`src/hw/rtl/rhc_pkg.sv`:
```
// ----------------------------------------------------------------------------
// rhc_pkg
// Shared types, constants and the output channel function of the RGB/HSL
// converter.
// ----------------------------------------------------------------------------
package rhc_pkg;

    typedef enum logic [1:0] {
        ACT_RGB2HSL = 2'd0,
        ACT_HSL2RGB = 2'd1,
        ACT_RELIGHT = 2'd2
    } act_t;

    typedef enum logic [1:0] {
        SEL_RED   = 2'd0,
        SEL_GREEN = 2'd1,
        SEL_BLUE  = 2'd2
    } max_sel_t;

    localparam logic [16:0] Q15_ONE        = 17'd32768;
    localparam logic [12:0] HUE_FULL       = 13'd5760;
    localparam logic [12:0] HUE_SECT       = 13'd960;
    localparam logic [12:0] HUE_GREEN_BASE = 13'd1920;
    localparam logic [12:0] HUE_BLUE_BASE  = 13'd3840;
    localparam int          DIV_STAGES     = 4;

    typedef struct packed {
        act_t        act;
        logic        dz;
        max_sel_t    sel;
        logic        tneg;
        logic [8:0]  s;
        logic [15:0] light;
        logic [12:0] h;
        logic [15:0] sat;
        logic [15:0] lit;
        logic [15:0] newl;
    } side_t;

    function automatic logic [7:0] chan_q(input logic [40:0] prim,
                                          input logic signed [41:0] m);
        logic signed [42:0] v;
        logic signed [47:0] v17;
        logic signed [11:0] q;
        v   = $signed({2'b00, prim}) + 43'(m);
        v17 = (48'(v) <<< 4) + 48'(v);
        q   = 12'(v17 >>> 36);
        if (v <= 0)
        begin
            chan_q = 8'd0;
        end
        else if (q > 12'sd255)
        begin
            chan_q = 8'd255;
        end
        else
        begin
            chan_q = q[7:0];
        end
    endfunction

endpackage

```
`src/hw/rtl/rhc_div.sv`:
```
// ----------------------------------------------------------------------------
// rhc_div
// Pipelined restoring divider; the quotient must fit in Q_W bits.
// ----------------------------------------------------------------------------
module rhc_div #(
    parameter int NUM_W  = 23,
    parameter int DEN_W  = 8,
    parameter int Q_W    = 16,
    parameter int STAGES = 4
) (
    input  logic             clk,
    input  logic [NUM_W-1:0] num,
    input  logic [DEN_W-1:0] den,
    output logic [Q_W-1:0]   quo,
    output logic [DEN_W-1:0] rem
);

    localparam int W   = (NUM_W > DEN_W + Q_W) ? NUM_W : DEN_W + Q_W;
    localparam int SPS = (Q_W + STAGES - 1) / STAGES;

    logic [W-1:0]     n_reg [STAGES];
    logic [DEN_W-1:0] d_reg [STAGES];
    logic [Q_W-1:0]   q_reg [STAGES];

    for (genvar s = 0; s < STAGES; s++)
    begin : g_stage
        logic [W-1:0]     n_in;
        logic [DEN_W-1:0] d_in;
        logic [Q_W-1:0]   q_in;
        logic [W-1:0]     n_next;
        logic [Q_W-1:0]   q_next;

        if (s == 0)
        begin : g_first
            assign n_in = W'(num);
            assign d_in = den;
            assign q_in = '0;
        end
        else
        begin : g_rest
            assign n_in = n_reg[s-1];
            assign d_in = d_reg[s-1];
            assign q_in = q_reg[s-1];
        end

        always_comb
        begin
            int idx;
            n_next = n_in;
            q_next = q_in;
            for (int j = 0; j < SPS; j++)
            begin
                idx = Q_W - 1 - (s * SPS + j);
                if (idx >= 0)
                begin
                    if (n_next >= (W'(d_in) << idx))
                    begin
                        n_next = n_next - (W'(d_in) << idx);
                        q_next = q_next | (Q_W'(1) << idx);
                    end
                end
            end
        end

        always_ff @(posedge clk)
        begin
            n_reg[s] <= n_next;
            d_reg[s] <= d_in;
            q_reg[s] <= q_next;
        end
    end

    assign quo = q_reg[STAGES-1];
    assign rem = n_reg[STAGES-1][DEN_W-1:0];

endmodule

```
`src/hw/rtl/rgb_hsl_color_converter_unit.sv`:
```
// ----------------------------------------------------------------------------
// rgb_hsl_color_converter_unit
// Pixel converter between 8-bit RGB and HSL (hue 1/16 degree, Q1.15).
//
//   channel   signals                                   transfer
//   command   start, busy, action, red/green/blue_in,   start && !busy
//             hue_in, sat_in, light_in, likelihood
//   result    done, red/green/blue_out, hue_out,        done (one cycle)
//             sat_out, light_out
//
// One pixel per clock; a result is on the ports while done is high and
// transfers with it. Results pass the input registers, the four-stage
// dividers for saturation and hue, and the HSL to RGB multiply stages.
// busy stays low: results cannot be held.
// Reset clears only the valid pipeline.
// ----------------------------------------------------------------------------
module rgb_hsl_color_converter_unit
    import rhc_pkg::*;
(
    input  logic        clk,
    input  logic        rst_n,
    input  logic        start,
    output logic        busy,
    input  logic [1:0]  action,
    input  logic [7:0]  red_in,
    input  logic [7:0]  green_in,
    input  logic [7:0]  blue_in,
    input  logic [12:0] hue_in,
    input  logic [15:0] sat_in,
    input  logic [15:0] light_in,
    input  logic [15:0] likelihood,
    output logic        done,
    output logic [7:0]  red_out,
    output logic [7:0]  green_out,
    output logic [7:0]  blue_out,
    output logic [12:0] hue_out,
    output logic [15:0] sat_out,
    output logic [15:0] light_out
);

    localparam int LATENCY = DIV_STAGES + 5;

    logic [LATENCY-1:0] vld_reg;

    logic [1:0]  act0_reg;
    logic [7:0]  r0_reg, g0_reg, b0_reg;
    logic [12:0] h0_reg;
    logic [15:0] s0_reg, l0_reg, k0_reg;

    assign busy = 1'b0;

    always_ff @(posedge clk or negedge rst_n)
    begin
        if (!rst_n)
        begin
            vld_reg <= '0;
        end
        else
        begin
            vld_reg <= {vld_reg[LATENCY-2:0], start & ~busy};
        end
    end

    always_ff @(posedge clk)
    begin
        act0_reg <= action;
        r0_reg   <= red_in;
        g0_reg   <= green_in;
        b0_reg   <= blue_in;
        h0_reg   <= hue_in;
        s0_reg   <= sat_in;
        l0_reg   <= light_in;
        k0_reg   <= likelihood;
    end

    // stage 0: extrema, divider operands, input clamps
    logic [7:0]  mx, mn, dd, tabs, den;
    logic [8:0]  ss;
    logic [16:0] est;
    logic [17:0] hnum;
    logic [22:0] snum;
    side_t       side_next;

    always_comb
    begin
        mx = r0_reg;
        mn = r0_reg;
        if (g0_reg > mx) mx = g0_reg;
        if (b0_reg > mx) mx = b0_reg;
        if (g0_reg < mn) mn = g0_reg;
        if (b0_reg < mn) mn = b0_reg;
        dd  = mx - mn;
        ss  = 9'(mx) + 9'(mn);
        den = (ss <= 9'd255) ? ss[7:0] : 8'(9'd510 - ss);
        side_next.act = act_t'(act0_reg);
        side_next.dz  = (dd == 8'd0);
        side_next.s   = ss;
        if (r0_reg == mx)
        begin
            side_next.sel  = SEL_RED;
            side_next.tneg = (g0_reg < b0_reg);
            tabs = (g0_reg < b0_reg) ? b0_reg - g0_reg : g0_reg - b0_reg;
        end
        else if (g0_reg == mx)
        begin
            side_next.sel  = SEL_GREEN;
            side_next.tneg = (b0_reg < r0_reg);
            tabs = (b0_reg < r0_reg) ? r0_reg - b0_reg : b0_reg - r0_reg;
        end
        else
        begin
            side_next.sel  = SEL_BLUE;
            side_next.tneg = (r0_reg < g0_reg);
            tabs = (r0_reg < g0_reg) ? g0_reg - r0_reg : r0_reg - g0_reg;
        end
        hnum = (18'(tabs) << 10) - (18'(tabs) << 6);
        snum = {dd, 15'd0};
        est  = (17'(ss) << 8) + 17'(ss);
        side_next.light = 16'(est[16:2]);
        side_next.h     = (h0_reg >= HUE_FULL) ? h0_reg - HUE_FULL : h0_reg;
        side_next.sat   = (17'(s0_reg) > Q15_ONE) ? Q15_ONE[15:0] : s0_reg;
        side_next.lit   = (17'(l0_reg) > Q15_ONE) ? Q15_ONE[15:0] : l0_reg;
        side_next.newl  = (17'(k0_reg) > Q15_ONE) ? 16'd0 : 16'(Q15_ONE - 17'(k0_reg));
    end

    logic [15:0] sat_q;
    logic [7:0]  sat_r;
    logic [9:0]  hue_q;
    logic [7:0]  hue_r;

    rhc_div #(.NUM_W(23), .DEN_W(8), .Q_W(16), .STAGES(DIV_STAGES)) u_sat_div (
        .clk (clk),
        .num (snum),
        .den (den),
        .quo (sat_q),
        .rem (sat_r)
    );

    rhc_div #(.NUM_W(18), .DEN_W(8), .Q_W(10), .STAGES(DIV_STAGES)) u_hue_div (
        .clk (clk),
        .num (hnum),
        .den (dd),
        .quo (hue_q),
        .rem (hue_r)
    );

    side_t       side_reg [DIV_STAGES];
    side_t       side_fix;
    logic [22:0] lx, le, lrem;

    always_comb
    begin
        side_fix = side_reg[0];
        lx   = 23'(side_reg[0].s) << 14;
        le   = (23'(side_reg[0].light) << 8) - 23'(side_reg[0].light);
        lrem = lx - le;
        if (lrem >= 23'd255)
        begin
            side_fix.light = side_reg[0].light + 16'd1;
        end
    end

    always_ff @(posedge clk)
    begin
        side_reg[0] <= side_next;
        side_reg[1] <= side_fix;
        for (int i = 2; i < DIV_STAGES; i++)
        begin
            side_reg[i] <= side_reg[i-1];
        end
    end

    // stage 4: finish RGB to HSL, pick HSL operands
    side_t       sd;
    logic [12:0] hue_f, base;
    act_t        act5_reg;
    logic [12:0] h5_reg, h5_next, ho5_reg, ho5_next;
    logic [15:0] s5_reg, s5_next, l5_reg, l5_next;
    logic [15:0] so5_reg, so5_next, lo5_reg, lo5_next;

    assign sd = side_reg[DIV_STAGES-1];

    always_comb
    begin
        case (sd.sel)
            SEL_GREEN: base = HUE_GREEN_BASE;
            SEL_BLUE:  base = HUE_BLUE_BASE;
            default:   base = sd.tneg ? HUE_FULL : 13'd0;
        endcase
        if (sd.tneg)
        begin
            hue_f = base - 13'(hue_q) - 13'(hue_r != 8'd0);
        end
        else
        begin
            hue_f = base + 13'(hue_q);
        end
        if (sd.dz)
        begin
            hue_f = 13'd0;
        end
        ho5_next = 13'd0;
        so5_next = 16'd0;
        lo5_next = 16'd0;
        h5_next  = sd.h;
        s5_next  = sd.sat;
        l5_next  = sd.lit;
        case (sd.act)
            ACT_RGB2HSL:
            begin
                ho5_next = hue_f;
                so5_next = sd.dz ? 16'd0 : sat_q;
                lo5_next = sd.light;
            end
            ACT_RELIGHT:
            begin
                h5_next = hue_f;
                s5_next = sd.dz ? 16'd0 : sat_q;
                l5_next = sd.newl;
            end
            default:
            begin
            end
        endcase
    end

    always_ff @(posedge clk)
    begin
        act5_reg <= sd.act;
        h5_reg   <= h5_next;
        s5_reg   <= s5_next;
        l5_reg   <= l5_next;
        ho5_reg  <= ho5_next;
        so5_reg  <= so5_next;
        lo5_reg  <= lo5_next;
    end

    // stage 5: chroma product and sector
    logic [16:0] two_l, ldev;
    logic [15:0] onem;
    logic [12:0] hp;
    logic [30:0] c6_reg, c6_next;
    logic [9:0]  k6_reg, k6_next;
    logic [2:0]  sect6_reg, sect6_next;
    act_t        act6_reg;
    logic [15:0] l6_reg;
    logic [12:0] ho6_reg;
    logic [15:0] so6_reg, lo6_reg;

    always_comb
    begin
        two_l = {l5_reg, 1'b0};
        ldev  = (two_l >= Q15_ONE) ? two_l - Q15_ONE : Q15_ONE - two_l;
        onem  = 16'(Q15_ONE - ldev);
        c6_next = 31'(32'(onem) * 32'(s5_reg));
        if (h5_reg >= 13'd4800)      sect6_next = 3'd5;
        else if (h5_reg >= 13'd3840) sect6_next = 3'd4;
        else if (h5_reg >= 13'd2880) sect6_next = 3'd3;
        else if (h5_reg >= 13'd1920) sect6_next = 3'd2;
        else if (h5_reg >= HUE_SECT) sect6_next = 3'd1;
        else                         sect6_next = 3'd0;
        if (h5_reg >= HUE_BLUE_BASE)       hp = h5_reg - HUE_BLUE_BASE;
        else if (h5_reg >= HUE_GREEN_BASE) hp = h5_reg - HUE_GREEN_BASE;
        else                               hp = h5_reg;
        k6_next = (hp >= HUE_SECT) ? 10'(HUE_GREEN_BASE - hp) : hp[9:0];
    end

    always_ff @(posedge clk)
    begin
        c6_reg    <= c6_next;
        k6_reg    <= k6_next;
        sect6_reg <= sect6_next;
        act6_reg  <= act5_reg;
        l6_reg    <= l5_reg;
        ho6_reg   <= ho5_reg;
        so6_reg   <= so5_reg;
        lo6_reg   <= lo5_reg;
    end

    // stage 6: scaled primaries and offset
    logic [25:0]        l960;
    logic [39:0]        c480;
    logic [40:0]        pc7_reg, pc7_next, px7_reg, px7_next;
    logic signed [41:0] m7_reg, m7_next;
    logic [2:0]         sect7_reg;
    act_t               act7_reg;
    logic [12:0]        ho7_reg;
    logic [15:0]        so7_reg, lo7_reg;

    always_comb
    begin
        pc7_next = (41'(c6_reg) << 10) - (41'(c6_reg) << 6);
        px7_next = 41'(c6_reg) * 41'(k6_reg);
        l960     = (26'(l6_reg) << 10) - (26'(l6_reg) << 6);
        c480     = (40'(c6_reg) << 9) - (40'(c6_reg) << 5);
        m7_next  = $signed({1'b0, l960, 15'd0}) - $signed({2'b00, c480});
    end

    always_ff @(posedge clk)
    begin
        pc7_reg   <= pc7_next;
        px7_reg   <= px7_next;
        m7_reg    <= m7_next;
        sect7_reg <= sect6_reg;
        act7_reg  <= act6_reg;
        ho7_reg   <= ho6_reg;
        so7_reg   <= so6_reg;
        lo7_reg   <= lo6_reg;
    end

    // stage 7: channel select, scale and clamp
    logic [40:0] pr, pg, pb;
    logic [7:0]  r8_reg, r8_next, g8_reg, g8_next, b8_reg, b8_next;
    logic [12:0] ho8_reg;
    logic [15:0] so8_reg, lo8_reg;

    always_comb
    begin
        case (sect7_reg)
            3'd0:    begin pr = pc7_reg; pg = px7_reg; pb = '0;      end
            3'd1:    begin pr = px7_reg; pg = pc7_reg; pb = '0;      end
            3'd2:    begin pr = '0;      pg = pc7_reg; pb = px7_reg; end
            3'd3:    begin pr = '0;      pg = px7_reg; pb = pc7_reg; end
            3'd4:    begin pr = px7_reg; pg = '0;      pb = pc7_reg; end
            default: begin pr = pc7_reg; pg = '0;      pb = px7_reg; end
        endcase
        if (act7_reg == ACT_HSL2RGB || act7_reg == ACT_RELIGHT)
        begin
            r8_next = chan_q(pr, m7_reg);
            g8_next = chan_q(pg, m7_reg);
            b8_next = chan_q(pb, m7_reg);
        end
        else
        begin
            r8_next = 8'd0;
            g8_next = 8'd0;
            b8_next = 8'd0;
        end
    end

    always_ff @(posedge clk)
    begin
        r8_reg  <= r8_next;
        g8_reg  <= g8_next;
        b8_reg  <= b8_next;
        ho8_reg <= ho7_reg;
        so8_reg <= so7_reg;
        lo8_reg <= lo7_reg;
    end

    assign done      = vld_reg[LATENCY-1];
    assign red_out   = r8_reg;
    assign green_out = g8_reg;
    assign blue_out  = b8_reg;
    assign hue_out   = ho8_reg;
    assign sat_out   = so8_reg;
    assign light_out = lo8_reg;

`ifndef SYNTHESIS
    a_done_follows_transfer: assert property (@(posedge clk) disable iff (!rst_n)
        done |-> $past(start && !busy, LATENCY))
        else $error("result without matching command transfer");

    a_hsl_rgb_zero: assert property (@(posedge clk) disable iff (!rst_n)
        done && $past(action, LATENCY) == ACT_RGB2HSL
        |-> red_out == 8'd0 && green_out == 8'd0 && blue_out == 8'd0)
        else $error("rgb fields not zero for rgb to hsl");

    a_rgb_hsl_zero: assert property (@(posedge clk) disable iff (!rst_n)
        done && ($past(action, LATENCY) == ACT_HSL2RGB
                 || $past(action, LATENCY) == ACT_RELIGHT)
        |-> hue_out == 13'd0 && sat_out == 16'd0 && light_out == 16'd0)
        else $error("hsl fields not zero for rgb result");

    a_hue_range: assert property (@(posedge clk) disable iff (!rst_n)
        done |-> hue_out < HUE_FULL && 17'(sat_out) <= Q15_ONE)
        else $error("hue or saturation out of range");
`endif

endmodule
```
`config.mk`:
```
export PLATFORM = sky130hd
export DESIGN_NAME = rgb_hsl_color_converter_unit
export DESIGN_NICKNAME = d
export VERILOG_FILES = /design/src/hw/rtl/rhc_pkg.sv /design/src/hw/rtl/rhc_div.sv /design/src/hw/rtl/rgb_hsl_color_converter_unit.sv
export SDC_FILE = /design/constraint.sdc
export NUM_CORES = 2
export LEC_CHECK = 0
export BUFFER_PORTS_ARGS = -buffer_cell sky130_fd_sc_hd__buf_4
export CAP_MARGIN = 20
export CORE_UTILIZATION = 60
export CTS_BUF_LIST = sky130_fd_sc_hd__clkbuf_4 sky130_fd_sc_hd__clkbuf_8 sky130_fd_sc_hd__clkbuf_16
export CTS_CLUSTER_SIZE = 30
export DETAILED_ROUTE_END_ITERATION = 10
export PLACE_DENSITY = 0.85
export SLEW_MARGIN = 20
export SYNTH_ARGS = -nofsm -noshare
export SYNTH_HDL_FRONTEND = slang
export SYNTH_SLANG_ARGS = --single-unit
```
`constraint.sdc`:
```
create_clock -name clk -period 17.8 [get_ports clk]
set_clock_uncertainty 0.1 [all_clocks]
set_input_delay 5.34 -clock clk [delete_from_list [all_inputs] [get_ports clk]]
set_output_delay 5.34 -clock clk [all_outputs]
set_load 0.01 [all_outputs]
```
==> results.sh <==
export IMPL_status="complete, no violations"
export IMPL_place_ws_ps=1408
export IMPL_yosysSeqAreaShare_pct=28.78
export IMPL_cts_root_buf="clkbuf_16"
export IMPL_worst_slew_pin_transition_ps=1056
export IMPL_slew_headroom_pct=28.65
export IMPL_core_um2=122400
export IMPL_syn_area_um2=74370
export IMPL_gp_congestion=0.9635
export IMPL_grt_antenna_before_repair=4
export IMPL_fin_ws_ps=1686
export IMPL_maxCapViolCount=0
export IMPL_wire_per_inst_um=18.84
export IMPL_rsz0062_at_grt="false"
export IMPL_largest_reg_flops=334
export IMPL_row_count=128
export IMPL_avgViaCountPerCell=5.938
export IMPL_synthFlopType="dfxtp_1"
export IMPL_synth_edf_count=0
export IMPL_route_detailed_drc=0
export IMPL_drt_iter0_drc=4218
export IMPL_vias=59370
export IMPL_diodes=0
export IMPL_track_usage_pct=29.59
export IMPL_async_flop_share_pct=0.8435
export IMPL_nFillCells=9440
export IMPL_worstHoldStart="ho5_reg[8]$_SDFF_PP0_"
export IMPL_cts_buffer_depth=3
export IMPL_cts_tree="yes"
export IMPL_syn_nets=9521
export IMPL_dpl_hpwl_mm=144.8
export IMPL_drive_gt1_share_pct=7.070
export IMPL_cp_start_kind="register"
export IMPL_die_w_um=354.1
export IMPL_tns_ps=0
export IMPL_cts_setup_buffers=0
export IMPL_io_pins=161
export IMPL_r2r_start="r0_reg[1]$_DFF_P_"
export IMPL_worst_ep_required_time_ps=18310
export IMPL_report_final_slew_viol_count=0
export IMPL_cts_max_level=3
export IMPL_startpoint="r0_reg[1]$_DFF_P_"
export IMPL_fin_crit_ps=16110
export IMPL_syn_avg_cell_area_um2=9.077
export IMPL_start_util_pct=60.78
export IMPL_ys_warn_count=0
export IMPL_setup_viol=0
export IMPL_clock_latency_ps=750
export IMPL_dr_pass1_iters=9
export IMPL_seqCellArea_um2=21410
export IMPL_cp_data_arrival_time_ps=16620
export IMPL_clock_sinks=1067
export IMPL_ant_nets=0
export IMPL_synthCells=8194
export IMPL_grt_pass1_wl_mm=304.3
export IMPL_grt_max_degree=72
export IMPL_post_route_period_util_pct=90.53
export IMPL_area_delta_synth_final_pct=8.864
export IMPL_wl_mm=188.4
export IMPL_dieArea_um2=125400
export IMPL_overflow=0
export IMPL_worst_path_most_repeated_cell="a21oi_1"
export IMPL_layout_nets=9611
export IMPL_grt_pass1_vias=59980
export IMPL_multiInputGateArea_um2=49320
export IMPL_synth_seq_cells=1067
export IMPL_worstSetupPathType="register to register"
export IMPL_synth_distinct_cells=114
export IMPL_cp_end_kind="register"
export IMPL_clkTransAtPathRegs_ps=70
export IMPL_hold_viol=0
export IMPL_crit_path_max_incr_delay_ps=640
export IMPL_fmax_mhz=62.06
export IMPL_cp_max_fo=22
export IMPL_die_y_um=354.1
export IMPL_cp_slowest_cell="dfxtp_1"
export IMPL_portBuffers=159
export IMPL_cts_buffers=104
export IMPL_hp_class="register to register"
## worst max-delay path, delay by kind of cell, from the launching register on
family,cells,cell delay (ps)
compound gates,32,6070
xor+xnor,2,450
fa+ha+maj,8,2990
buf+inv,6,1090
flops,1,640
mux,2,680
simple gates,23,3840
## layer usage
metal | share of wire [%] | global-route usage, % | vias to the layer above
met5 | 0 | 0 | -
met4 | 4.4 | 12.67 | 0
met3 | 4.8 | 3.273 | 538
met2 | 50 | 52.91 | 1882
met1 | 41 | 35.83 | 28600
li1 | - | - | 28350
## worst paths after layout
kind,end,slack [ps],depth (start not counted)
max,u_sat_div.n_reg[0][14]$_DFF_P_,1690,73
max in group asynchronous,vld_reg[7]$_DFF_PN0_,13100,1
min,ho6_reg[8]$_DFF_P_,190,0
min in group asynchronous,vld_reg[5]$_DFF_PN0_,4360,1
min reg2reg,ho6_reg[8]$_DFF_P_,190,0
max reg2reg,u_sat_div.n_reg[0][14]$_DFF_P_,1690,73
## layout make-up
class,count,share of cell area (%)
Multi-Input combinational cell,6138,60.91
Sequential cell,1067,26.44
Tap cell,1625,2.511
Clock inverter,75,1.205
Timing Repair Buffer,206,1.907
Clock buffer,121,3.465
Inverter,767,3.562
## synth_stat cells (all sizes together) (51+ instances only)
cell type / count / share of area (%)
dfxtp: 1058 / 28
ha: 811 / 14
inv: 767 / 3.9
nand2: 661 / 3.3
nor2: 495 / 2.5
a21oi: 463 / 3.1
fa: 426 / 11
xnor2: 389 / 4.6
o21ai: 355 / 2.4
and2: 326 / 2.7
a21o: 206 / 2.1
xor2: 195 / 2.3
clkbuf: 189 / 0.95
nor3: 178 / 1.2
nand3: 135 / 0.92
nor2b: 117 / 0.98
nand2b: 111 / 0.93
a22o: 108 / 1.3
o21a: 107 / 1.1
mux2: 76 / 1.2
nand4: 76 / 0.67
o21bai: 68 / 0.69
o31ai: 66 / 0.67
mux2i: 63 / 0.88
nor4: 61 / 0.60
a31oi: 53 / 0.45
or3: 52 / 0.44
a211oi: 51 / 0.52
a21boi: 51 / 0.51
## through the flow
| stage | cell area [um2] | util, % | hold slack, ps | instances |
|---|---|---|---|---|
| 6_report | 80970 | 66.17 | 189.3 | 9999 |
| 2_1_floorplan | 74370 | - | 209.6 | 8194 |
| 4_1_cts | 80930 | 66.14 | 185.1 | 9998 |
| 5_1_grt | 80970 | 66.17 | 200.1 | 9999 |
| 3_3_place_gp | 77140 | 63.04 | 209.8 | 9801 |
| 3_5_place_dp | 77140 | 63.05 | 212.1 | 9802 |
## cell usage in the layout (no fill, tap or decap), types with 20 or more instances in the layout
master,count
and3_1,49
o21a_1,107
a21o_1,206
a22o_1,108
a211oi_1,50
and2_1,324
or2_2,23
or3_1,51
buf_4,205
nor2_1,490
a21oi_1,462
o21ai_0,336
dfxtp_1,1058
mux2i_1,60
nor3_1,177
nor2b_1,116
xnor2_1,383
clkbuf_16,104
o31ai_1,65
or4_1,20
inv_1,759
nand2_1,660
mux2_2,70
nor4_1,54
nand4_1,74
fa_1,426
nand2b_1,110
o211ai_1,32
a31o_2,21
o21bai_1,68
a31oi_1,53
nand3_1,134
a21boi_0,46
ha_1,811
xor2_1,192
## repair_timing
item | in CTS | in global routing
resized for setup | 0 | 4
setup endpoints to repair | 0 | 12
hold buffers | 0 | 0
endpoints found under the hold margin | 0 | 0
## logic make-up (layout without fill, tap and decap cells)
| family | after synthesis | in the layout | synth area share, % |
|---|---|---|---|
| compound gates | 1771 | 1771 | 15.72 |
| xor+xnor | 584 | 584 | 6.877 |
| fa+ha+maj | 1237 | 1237 | 25.11 |
| buf+inv | 989 | 1169 | 5.084 |
| flops | 1067 | 1067 | 28.78 |
| mux | 139 | 139 | 2.057 |
| other cells | 1 | 1 | 0.005042 |
| simple gates | 2406 | 2406 | 16.36 |
Power is left out: the tool's default activity adds up to more than one toggle a clock period on the data nets, which glitch-free logic cannot reach.
